===== config.mk =====
export PLATFORM = sky130hd
export DESIGN_NAME = pcm_int_width_converter_tpdf_flat
export DESIGN_NICKNAME = d
export VERILOG_FILES = /design/src/pcmiwc_pkg.sv /design/src/pcmiwc_if.sv /design/src/pcm_int_width_converter_tpdf.sv /design/src/flat_wrapper.sv
export SDC_FILE = /design/constraint.sdc
export NUM_CORES = 1
export LEC_CHECK = 0
export BUFFER_PORTS_ARGS = -buffer_cell sky130_fd_sc_hd__buf_2
export CORE_AREA = 2 2 131 165
export DETAILED_ROUTE_END_ITERATION = 6
export DIE_AREA = 0 0 133 167
export GPL_TIMING_DRIVEN = 0
export PLACE_DENSITY = 0.81
export SLEW_MARGIN = 20
export SYNTH_ARGS = -nofsm -noshare
export SYNTH_HDL_FRONTEND = slang
export SYNTH_SLANG_ARGS = --single-unit

===== constraint.sdc =====
create_clock -name clk -period 17.2 [get_ports clk]
set_clock_uncertainty 0.2 [all_clocks]
set_input_delay 0.86 -clock clk [delete_from_list [all_inputs] [get_ports clk]]
set_output_delay 0.86 -clock clk [all_outputs]
set_load 0.01 [all_outputs]

===== src/pcmiwc_pkg.sv =====
// ----------------------------------------------------------------------------
// pcmiwc_pkg
// Shared types and constants for the PCM integer width converter.
// ----------------------------------------------------------------------------
package pcmiwc_pkg;

	// Sample width codes
	typedef enum logic [1:0] {
		FMT_S8  = 2'd0,
		FMT_S16 = 2'd1,
		FMT_S24 = 2'd2,
		FMT_S32 = 2'd3
	} fmt_t;

	// Configuration register indexes
	typedef enum logic [1:0] {
		CFG_SOURCE_FORMAT = 2'd0,
		CFG_DEST_FORMAT   = 2'd1,
		CFG_DITHER_ENABLE = 2'd2
	} cfg_idx_t;

	localparam int SAMPLE_W = 32;
	localparam int RANDOM_W = 32;
	localparam int CFG_IDX_W = 2;
	localparam int CFG_DATA_W = 2;

	// Width of the running sum: sample plus dither plus rounding, with room
	// to see a 32-bit overflow
	localparam int SUM_W = 34;

	// Dither half width: lost bits never exceed 24
	localparam int DITH_W = 24;

endpackage


===== src/pcmiwc_if.sv =====
// ----------------------------------------------------------------------------
// pcmiwc_in_if / pcmiwc_out_if
// Valid/ready channels carrying input items and converted result items.
// ----------------------------------------------------------------------------
interface pcmiwc_in_if;
	logic                                      valid;
	logic                                      ready;
	logic signed [pcmiwc_pkg::SAMPLE_W-1:0]    sample_in;
	logic        [pcmiwc_pkg::RANDOM_W-1:0]    random_first;
	logic        [pcmiwc_pkg::RANDOM_W-1:0]    random_second;

	modport source (output valid, sample_in, random_first, random_second, input ready);
	modport sink   (input valid, sample_in, random_first, random_second, output ready);
endinterface

interface pcmiwc_out_if;
	logic                                      valid;
	logic                                      ready;
	logic signed [pcmiwc_pkg::SAMPLE_W-1:0]    sample_out;

	modport source (output valid, sample_out, input ready);
	modport sink   (input valid, sample_out, output ready);
endinterface


===== src/pcm_int_width_converter_tpdf.sv =====
// ----------------------------------------------------------------------------
// pcm_int_width_converter_tpdf
// Converts signed PCM samples between 8, 16, 24 and 32-bit widths, with
// triangular dither, rounding and clamping when narrowing.
// ----------------------------------------------------------------------------
// Pipeline: input register, then result register; the result is computed
//   combinationally from the input register and captured on advance.
// Throughput: one item per cycle unless the result side stalls; both registers
//   advance together whenever the result register is empty or being taken.
// Reset: arst_n clears both valid flags and sets source_format and
//   dest_format to s16 and dither_enable to 1.
module pcm_int_width_converter_tpdf (
	input  logic                                  clk,
	input  logic                                  arst_n,
	input  logic                                  cfg_we,
	input  logic [pcmiwc_pkg::CFG_IDX_W-1:0]      cfg_index,
	input  logic [pcmiwc_pkg::CFG_DATA_W-1:0]     cfg_data,
	pcmiwc_in_if.sink                             samples,
	pcmiwc_out_if.source                          converted
);

	localparam int SW = pcmiwc_pkg::SUM_W;
	localparam int DW = pcmiwc_pkg::DITH_W;

	// Configuration registers
	pcmiwc_pkg::fmt_t src_fmt_q;
	pcmiwc_pkg::fmt_t dst_fmt_q;
	logic             dither_en_q;

	always_ff @(posedge clk or negedge arst_n) begin
		if (!arst_n) begin
			src_fmt_q   <= pcmiwc_pkg::FMT_S16;
			dst_fmt_q   <= pcmiwc_pkg::FMT_S16;
			dither_en_q <= 1'b1;
		end else if (cfg_we) begin
			unique case (cfg_index)
				pcmiwc_pkg::CFG_SOURCE_FORMAT: src_fmt_q <= pcmiwc_pkg::fmt_t'(cfg_data);
				pcmiwc_pkg::CFG_DEST_FORMAT:   dst_fmt_q <= pcmiwc_pkg::fmt_t'(cfg_data);
				pcmiwc_pkg::CFG_DITHER_ENABLE: dither_en_q <= cfg_data[0];
				default: ;
			endcase
		end
	end

	// Pipeline control
	logic valid_s1;
	logic valid_s2;
	logic advance;

	assign advance         = !valid_s2 || converted.ready;
	assign samples.ready   = !valid_s1 || advance;
	assign converted.valid = valid_s2;

	logic signed [pcmiwc_pkg::SAMPLE_W-1:0] sample_s1;
	logic        [pcmiwc_pkg::RANDOM_W-1:0] rnd1_s1;
	logic        [pcmiwc_pkg::RANDOM_W-1:0] rnd2_s1;
	logic signed [pcmiwc_pkg::SAMPLE_W-1:0] sample_s2;
	logic signed [pcmiwc_pkg::SAMPLE_W-1:0] result;

	always_ff @(posedge clk or negedge arst_n) begin
		if (!arst_n) begin
			valid_s1 <= 1'b0;
			valid_s2 <= 1'b0;
		end else begin
			if (samples.ready) begin
				valid_s1 <= samples.valid;
			end
			if (advance) begin
				valid_s2 <= valid_s1;
			end
		end
	end

	// Capture input item and result payloads
	always_ff @(posedge clk) begin
		if (samples.ready && samples.valid) begin
			sample_s1 <= samples.sample_in;
			rnd1_s1   <= samples.random_first;
			rnd2_s1   <= samples.random_second;
		end
		if (advance && valid_s1) begin
			sample_s2 <= result;
		end
	end

	assign converted.sample_out = sample_s2;

	// Conversion datapath
	logic signed [pcmiwc_pkg::SAMPLE_W-1:0] samp;
	logic        [1:0]                      width_diff;
	logic        [DW-1:0]                   dith_a;
	logic        [DW-1:0]                   dith_b;
	logic signed [DW:0]                     dith;
	logic signed [SW-1:0]                   sum1;
	logic signed [SW-1:0]                   half;
	logic signed [SW-1:0]                   sum2;
	logic signed [SW-1:0]                   shifted;
	logic signed [SW-1:0]                   dmax;
	logic signed [SW-1:0]                   dmin;
	logic                                   src32;
	logic                                   ovf1;
	logic                                   ovf2;

	always_comb begin
		// Sign-extend from the source width
		case (src_fmt_q)
			pcmiwc_pkg::FMT_S8:  samp = 32'(signed'(sample_s1[7:0]));
			pcmiwc_pkg::FMT_S16: samp = 32'(signed'(sample_s1[15:0]));
			pcmiwc_pkg::FMT_S24: samp = 32'(signed'(sample_s1[23:0]));
			default:             samp = sample_s1;
		endcase

		src32 = (src_fmt_q == pcmiwc_pkg::FMT_S32);

		// Width difference in bytes, either direction
		if (dst_fmt_q > src_fmt_q) begin
			width_diff = 2'(dst_fmt_q - src_fmt_q);
		end else begin
			width_diff = 2'(src_fmt_q - dst_fmt_q);
		end

		// Dither halves for the lost bits
		case (width_diff)
			2'd1: begin
				dith_a = DW'(rnd1_s1[7:0]);
				dith_b = DW'(rnd1_s1[15:8]);
				half   = SW'(1) <<< 7;
			end
			2'd2: begin
				dith_a = DW'(rnd1_s1[15:0]);
				dith_b = DW'(rnd1_s1[31:16]);
				half   = SW'(1) <<< 15;
			end
			default: begin
				dith_a = rnd1_s1[DW-1:0];
				dith_b = rnd2_s1[DW-1:0];
				half   = SW'(1) <<< 23;
			end
		endcase

		if (dither_en_q) begin
			dith = $signed({1'b0, dith_a}) - $signed({1'b0, dith_b});
		end else begin
			dith = '0;
		end

		// Add dither, then rounding offset
		sum1 = SW'(samp) + SW'(dith);
		ovf1 = src32 && !((sum1[SW-1:31] == '0) || (sum1[SW-1:31] == '1));
		sum2 = sum1 + half - SW'({1'b0, sum1[SW-1]});
		ovf2 = src32 && !((sum2[SW-1:31] == '0) || (sum2[SW-1:31] == '1));

		case (width_diff)
			2'd1:    shifted = sum2 >>> 8;
			2'd2:    shifted = sum2 >>> 16;
			default: shifted = sum2 >>> 24;
		endcase

		// Destination limits
		case (dst_fmt_q)
			pcmiwc_pkg::FMT_S8: begin
				dmax = SW'(127);
				dmin = -SW'(128);
			end
			pcmiwc_pkg::FMT_S16: begin
				dmax = SW'(32767);
				dmin = -SW'(32768);
			end
			pcmiwc_pkg::FMT_S24: begin
				dmax = SW'(8388607);
				dmin = -SW'(8388608);
			end
			default: begin
				dmax = SW'(32'h7FFF_FFFF);
				dmin = -SW'(33'h0_8000_0000);
			end
		endcase

		// Select widen, pass or narrow
		if (dst_fmt_q > src_fmt_q) begin
			case (width_diff)
				2'd1:    result = samp <<< 8;
				2'd2:    result = samp <<< 16;
				default: result = samp <<< 24;
			endcase
		end else if (dst_fmt_q == src_fmt_q) begin
			result = samp;
		end else if (ovf1) begin
			result = samp[31] ? dmin[31:0] : dmax[31:0];
		end else if (ovf2) begin
			result = sum1[SW-1] ? dmin[31:0] : dmax[31:0];
		end else if (shifted > dmax) begin
			result = dmax[31:0];
		end else if (shifted < dmin) begin
			result = dmin[31:0];
		end else begin
			result = shifted[31:0];
		end
	end

endmodule


===== src/flat_wrapper.sv =====
// flat-port wrapper written by rule: the top's interface ports become plain ports
module pcm_int_width_converter_tpdf_flat 
  (clk, arst_n, cfg_we, cfg_index, cfg_data, samples_valid, samples_sample_in, samples_random_first, samples_random_second, samples_ready, converted_valid, converted_sample_out, converted_ready);
  pcmiwc_in_if samples_i ();
  pcmiwc_out_if converted_i ();
  input  logic clk;
  input  logic arst_n;
  input  logic cfg_we;
  input  logic [pcmiwc_pkg::CFG_IDX_W-1:0] cfg_index;
  input  logic [pcmiwc_pkg::CFG_DATA_W-1:0] cfg_data;
  input wire logic [$bits(samples_i.valid)-1:0] samples_valid;
  input wire logic [$bits(samples_i.sample_in)-1:0] samples_sample_in;
  input wire logic [$bits(samples_i.random_first)-1:0] samples_random_first;
  input wire logic [$bits(samples_i.random_second)-1:0] samples_random_second;
  output wire logic [$bits(samples_i.ready)-1:0] samples_ready;
  output wire logic [$bits(converted_i.valid)-1:0] converted_valid;
  output wire logic [$bits(converted_i.sample_out)-1:0] converted_sample_out;
  input wire logic [$bits(converted_i.ready)-1:0] converted_ready;
  assign samples_i.valid = samples_valid;
  assign samples_i.sample_in = samples_sample_in;
  assign samples_i.random_first = samples_random_first;
  assign samples_i.random_second = samples_random_second;
  assign samples_ready = samples_i.ready;
  assign converted_valid = converted_i.valid;
  assign converted_sample_out = converted_i.sample_out;
  assign converted_i.ready = converted_ready;
  pcm_int_width_converter_tpdf u_core (.clk(clk), .arst_n(arst_n), .cfg_we(cfg_we), .cfg_index(cfg_index), .cfg_data(cfg_data), .samples(samples_i), .converted(converted_i));
endmodule

==> Word-level counts from Yosys, hierarchy flattened <==
Index checks and enable logic that the tools add are counted.
{ "classes": {"n_eq_ne": 12, "order_cmp": 3, "mux": 18, "add_sub_neg": 6, "reduce_logical": 20} }
{ "ops": {"columns": ["cell", "n"], "rows": [
  ["$mux 32", 8],
  ["$pmux 31 s3", 2],
  ["$pmux 24 s2", 3],
  ["$pmux 32 s3", 1],
  ["$pmux 32 s2", 1],
  ["$pmux 25 s2", 1],
  ["$add 34x24->34", 1],
  ["$sub 34x1->34", 1],
  ["$add 32x25->33", 1],
  ["$gt 26x32->1", 1],
  ["$lt 26x32->1", 1],
  ["$mux 25", 1],
  ["$sub 24x24->25", 1],
  ["$eq 2x2->1 const B", 5],
  ["$eq 2x1->1 const B", 4],
  ["$eq 3x3->1 const B", 2],
  ["$logic_not 2->1", 3],
  ["$logic_not 3->1", 2],
  ["$reduce_and 2->1", 3],
  ["$logic_and 1x1->1", 4],
  ["$logic_not 1->1", 4],
  ["$logic_or 1x1->1", 4],
  ["$sub 2x2->2", 2],
  ["$eq 2x2->1", 1],
  ["other kinds (2)", 2]
]} }
{ "totals": {"word_cells": 68, "regBits": 127, "input_bits": 105} }

==> Longest topological paths before layout <==
{ "logic_depth": {"word_depth": 17, "depth_mapped": 83, "ltp_nobuf": 74} }

==> Worst setup path before layout <==
OpenSTA, ideal clock, no wires.
{ "synth_path": {"kind": "register to register", "from": "reg u_core.src_fmt_q[1]", "to": "reg u_core.sample_s2 (netlist bit u_core.converted.sample_out[16]) (data pin)", "arrival_time_ps": 14328, "n_path_buf": 9, "path_slack_ps": 2406, "required_time_ps": 16735, "path_stages_with_launch": 77, "setup_ps": 265, "cell_sequence": "dfrtp_1 -> clkbuf_1 -> clkinv_1 -> ha_1 -> and2_1 -> clkbuf_1 -> clkbuf_1 -> a22oi_1 -> o21a_1 -> inv_1 -> ha_1 -> clkbuf_1 -> clkbuf_1 -> clkbuf_1 -> buf_1 -> o21ai_0 -> inv_1 -> ha_1 -> [... 41 more ...] -> o21a_1 -> o21a_1 -> o21a_1 -> o21a_1 -> o21ai_0 -> nand2b_1 -> a21oi_1 -> nor2b_1 -> o21ai_0 -> nand2b_1 -> a21oi_1 -> o21ai_0 -> a41oi_1 -> ha_1 -> inv_1 -> or4_4 -> a32oi_2 -> o21ai_1"} }
{ "synth_between": {"elab_chain_len": 17, "word_cells_on_any_way": 42, "cone_classes": "add/sub: 6; order compare: 3; eq/ne: 8; mux: 16; reduce/logical: 9"} }
{ "synth_lines": {"columns": ["element", "line", "source"], "rows": [
  ["start, declared", "pcm_int_width_converter_tpdf.sv:26", "pcmiwc_pkg::fmt_t src_fmt_q;"],
  ["start signal, assigned", "pcm_int_width_converter_tpdf.sv:32", "src_fmt_q <= pcmiwc_pkg::FMT_S16;"],
  ["start signal, assigned", "pcm_int_width_converter_tpdf.sv:37", "pcmiwc_pkg::CFG_SOURCE_FORMAT: src_fmt_q <= pcmiwc_pkg::fmt_t'(cfg_data);"],
  ["$sub 2x2->2 (tied with other cells)", "pcm_int_width_converter_tpdf.sv:119", "width_diff = 2'(src_fmt_q - dst_fmt_q);"],
  ["$mux 2", "pcm_int_width_converter_tpdf.sv:116", "if (dst_fmt_q > src_fmt_q) begin"],
  ["$eq 2x2->1 / $eq 2x1->1 (equally long branches)", "pcm_int_width_converter_tpdf.sv:123, pcm_int_width_converter_tpdf.sv:153, pcm_int_width_converter_tpdf.sv:181", null],
  ["$pmux 24 s2", "pcm_int_width_converter_tpdf.sv:123", "case (width_diff)"],
  ["$sub 24x24->25", "pcm_int_width_converter_tpdf.sv:142", "dith = $signed({1'b0, dith_a}) - $signed({1'b0, dith_b});"],
  ["$mux 25", "pcm_int_width_converter_tpdf.sv:141", "if (dither_en_q) begin"],
  ["$add 32x25->33", "pcm_int_width_converter_tpdf.sv:148", "sum1 = SW'(samp) + SW'(dith);"],
  ["$add 34x24->34", "pcm_int_width_converter_tpdf.sv:150", "sum2 = sum1 + half - SW'({1'b0, sum1[SW-1]});"],
  ["[... 2 more ...]", null, null],
  ["$lt 26x32->1 / $logic_or 1x1->1 (equally long branches)", "pcm_int_width_converter_tpdf.sv:194, pcm_int_width_converter_tpdf.sv:151", null],
  ["$mux 32 / $logic_not 1->1 (equally long branches)", "pcm_int_width_converter_tpdf.sv:194, pcm_int_width_converter_tpdf.sv:151", null],
  ["$mux 32 / $logic_and 1x1->1 (equally long branches)", "pcm_int_width_converter_tpdf.sv:192, pcm_int_width_converter_tpdf.sv:151", null],
  ["$mux 32", "pcm_int_width_converter_tpdf.sv:190", "end else if (ovf2) begin"],
  ["$mux 32", "pcm_int_width_converter_tpdf.sv:188", "end else if (ovf1) begin"],
  ["$mux 32", "pcm_int_width_converter_tpdf.sv:186", "end else if (dst_fmt_q == src_fmt_q) begin"],
  ["$mux 32 *", "pcm_int_width_converter_tpdf.sv:180", "if (dst_fmt_q > src_fmt_q) begin"],
  ["net u_core.result, one bit", "pcm_int_width_converter_tpdf.sv:58", "logic signed [pcmiwc_pkg::SAMPLE_W-1:0] result;"],
  ["end signal, assigned", "pcm_int_width_converter_tpdf.sv:82", "sample_s2 <= result;"],
  ["end, declared", "pcm_int_width_converter_tpdf.sv:57", "logic signed [pcmiwc_pkg::SAMPLE_W-1:0] sample_s2;"]
]} }
The timed path passes the listed nets; every way through them passes the cells marked *.
A chain may end at the register's enable or synchronous reset.

==> Worst setup path in the final report <==
{ "layout_path": {"from": "reg u_core.src_fmt_q[1]", "to": "reg u_core.sample_s2 (netlist bit u_core.converted.sample_out[12]) (data pin)"} }
The elaborated chain is that of the path after synthesis.

==> results.py <==
metrics = {
    "yosys": {
        "synth_compound_area_share_pct": 26.05,
        "synth_nets": 1647,
        "ys_seq_area_share_pct": 30.96,
        "synth-xor-area-share_pct": 4.516,
        "synth_mux_area_share_pct": 1.280,
        "synth-simple-area-share_pct": 18.43,
        "synth_top_family_by_area": "compound AO/OA/AOI/OAI gates",
        "syn_area_um2": 12220,
        "async_reset_ff_share_pct": 5.512,
        "ys_ff_latch": 127,
        "ys.flop_type": "edfxtp_1",
        "ys_types": 85,
        "synth_edf_count": 120,
        "yosysWarningCount": 0,
        "synthesis.instances": 1403,
        "avgSynthCellArea_um2": 8.708,
        "synthAdderAreaFrac_pct": 14.42,
    },
    "worst_setup_path": {
        "cp_slowest_cell": "ha_1",
        "crit_type": "register to register",
        "cp_top_family": "compound AO/OA/AOI/OAI gates",
        "required_ns": 17.24,
        "crit_top_cell": "a21o_1",
        "critPathMaxFanout": 10,
        "critPathBufInv": 12,
        "critPathArrivalTime_ns": 16.17,
        "endpoint_kind": "register",
        "cp-start-kind": "register",
        "critPathMaxStageDelay_ns": 0.41,
    },
    "clock_network": {
        "numCtsBuffers": 17,
        "clock-sinks": 127,
        "clock_latency_ns": 0.44,
        "cts-root-buf": "clkbuf_16",
        "tritoncts": "done",
        "cts_buffer_depth": 2,
        "cts_hold_buf": 0,
        "clkTransAtPathRegs_ns": 0.07,
        "cts_max_level": 4,
    },
    "global_routing": {
        "grt_first_pass_wirelength_um": 58910,
        "grt_overflow_total": 0,
        "first_global_vias": 11350,
        "grt_use_met1_pct": 39.58,
        "grt_busiest_layer": "met2",
        "met3_usage_pct": 7.702,
        "grt_usage_pct": 34.05,
        "grt_max_degree": 65,
        "use_met2_pct": 57.15,
        "antenna_found_initial": 0,
    },
    "finish": {
        "layout.nets": 1794,
        "drive_gt1_share_pct": 14.27,
        "n_antenna_cell": 0,
        "mostFrequentLayoutCells": "ha_1 (136), buf_2 (132), nand2_1 (123), edfxtp_1 (120), a21oi_1 (106)",
        "n_fill_cell": 1672,
        "layout_commonest_cell": "ha_1",
        "stdcell_count": 1837,
        "area_growth_pct": 13.93,
    },
    "sta": {
        "setup_violations": 0,
        "period_share_pct": 93.77,
        "rsz0062_at_grt": "no",
        "fin_tns_setup_ns": 0,
        "slew_headroom_pct": 21.34,
        "period_minus_slack_ns": 16.13,
        "hold_violations": 0,
        "slew_viol_final": 0,
        "max_freq_mhz": 62.00,
        "tightest_slew_ns": 1.172,
    },
    "routing": {
        "vias": 11840,
        "drt_iter0_markers": 1179,
        "routedWlPerCell_um": 20.86,
        "viasPerCell": 6.445,
        "drt_first_pass_iters": 7,
        "ant_nets": 0,
        "drc": 15,
        "routed_wl_um": 38320,
    },
    "run_status": {
        "status": "finished, violations left",
        "violations": "DRC",
    },
    "hold_path": {
        "hold_class": "primary input to async pin",
    },
    "placement": {
        "hpwl_um": 29930,
        "gp_congestion": 1.016,
        "placedCellCount": 1808,
        "io_buffers": 130,
    },
    "floorplan": {
        "ios": 139,
        "die_y_um": 167,
        "core_area_um2": 20600,
        "die_area_um2": 22210,
        "num_rows": 59,
        "initial_core_util_pct": 59.32,
        "fp.dieW_um": 133,
    },
    "job": {
        "max-cap-violations": 0,
    },
}
timing repair:
action	4_1_cts	5_1_grt
gates resized for setup	13	34
setup buffers	0	3
pin swaps	0	1
setup endpoints to repair	32	32
layout make-up:
class,instances,area [um^2],share of cell area (%)
flip-flops and latches,127,3782,27.17
multi-input cells,1136,7968,57.24
plain buffers,54,240.2,1.726
clock buffers,17,425.4,3.056
inverters,80,300.3,2.157
well taps,274,342.8,2.463
repair buffers,134,700.7,5.034
clock inverters,15,160.2,1.151
worst paths after layout:
kind / from / endpoint / slack (ns) / cells after the start
worst max-delay path: u_core.src_fmt_q[1]$_DFFE_PN0P_ / u_core.converted.sample_out[12]$_DFFE_PP_ / 1.07 / 76
worst min register to register: u_core.valid_s1$_DFFE_PN0N_ / u_core.converted.valid$_DFFE_PN0P_ / 0.29 / 1
worst max register to register: u_core.src_fmt_q[1]$_DFFE_PN0P_ / u_core.converted.sample_out[12]$_DFFE_PP_ / 1.07 / 76
min in group clk: u_core.valid_s1$_DFFE_PN0N_ / u_core.converted.valid$_DFFE_PN0P_ / 0.29 / 1
max in group asynchronous: arst_n / u_core.src_fmt_q[0]$_DFFE_PN1P_ / 16.52 / 1
worst min-delay path: arst_n / u_core.src_fmt_q[1]$_DFFE_PN0P_ / 0.05 / 1
Yosys cell counts, drive strengths merged (11+ instances only):
cell type | number | area, um^2
a211oi | 11 | 87.58
a21o | 84 | 630.6
a21oi | 109 | 549.3
a221o | 11 | 110.1
a22oi | 23 | 172.7
a31oi | 14 | 87.58
and2 | 29 | 181.4
clkbuf | 52 | 196.4
edfxtp | 120 | 3603
ha | 136 | 1702
inv | 78 | 292.8
nand2 | 123 | 461.7
nand2b | 20 | 125.1
nand3 | 27 | 135.1
nand4 | 23 | 143.9
nor2 | 100 | 382.9
nor2b | 29 | 181.4
nor3 | 25 | 125.1
o21a | 14 | 105.1
o21ai | 97 | 493.0
o21bai | 11 | 82.58
o22ai | 13 | 81.33
or3 | 16 | 100.1
xnor2 | 30 | 262.8
xor2 | 33 | 289.0
layer usage:
metal,vias up,wire (um)
met1,5486,14350
li1,5562,-
met2,607,18080
met4,0,2723
met5,-,0
met3,184,3165
cells by family (layout without fill, tap and decap cells):
| family | Yosys count | in the layout |
|---|---|---|
| xor+xnor | 63 | 63 |
| simple gates | 445 | 445 |
| flops | 127 | 127 |
| mux | 15 | 15 |
| compound gates | 474 | 474 |
| buf+inv | 140 | 300 |
| fa+ha+maj | 139 | 139 |
registers in the layout, summed over array words and instances (netlist names):
register and flops:
u_core.dst_fmt_q 2, u_core.valid_s1 1, u_core.rnd1_s1 32, u_core.rnd2_s1 24, u_core.converted.valid 1, u_core.src_fmt_q 2, u_core.converted.sample_out 32, u_core.sample_s1 32
u_core.dither_en_q 1
worst register-to-register path, delay by kind of cell, from the launching register on:
| kind | cells | cell delay (ns) |
|---|---|---|
| XOR/XNOR | 3 | 0.76 |
| AND/OR/NAND/NOR | 11 | 1.39 |
| buffers and inverters | 12 | 2.55 |
| flip-flops | 1 | 0.39 |
| AO/OA/AOI/OAI | 43 | 8.57 |
| adder cells (fa/ha/maj) | 7 | 2.04 |
metrics by stage:
step / instance area (um^2) / setup slack [ns] / hold slack (ns) / util [%]
2_1_floorplan: 12220 / 2.406 / 0.2490 / -
3_3_place_gp: 13210 / -0.7542 / 0.2627 / 64.15
3_5_place_dp: 13240 / -0.9888 / 0.2738 / 64.30
4_1_cts: 13840 / 0.02524 / 0.05480 / 67.20
5_1_grt: 13920 / 0.01194 / 0.05386 / 67.58
6_report: 13920 / 1.072 / 0.04732 / 67.58
Power is not shown: default switching activity piles up to over one toggle a cycle in this logic, so the estimate is an artifact.
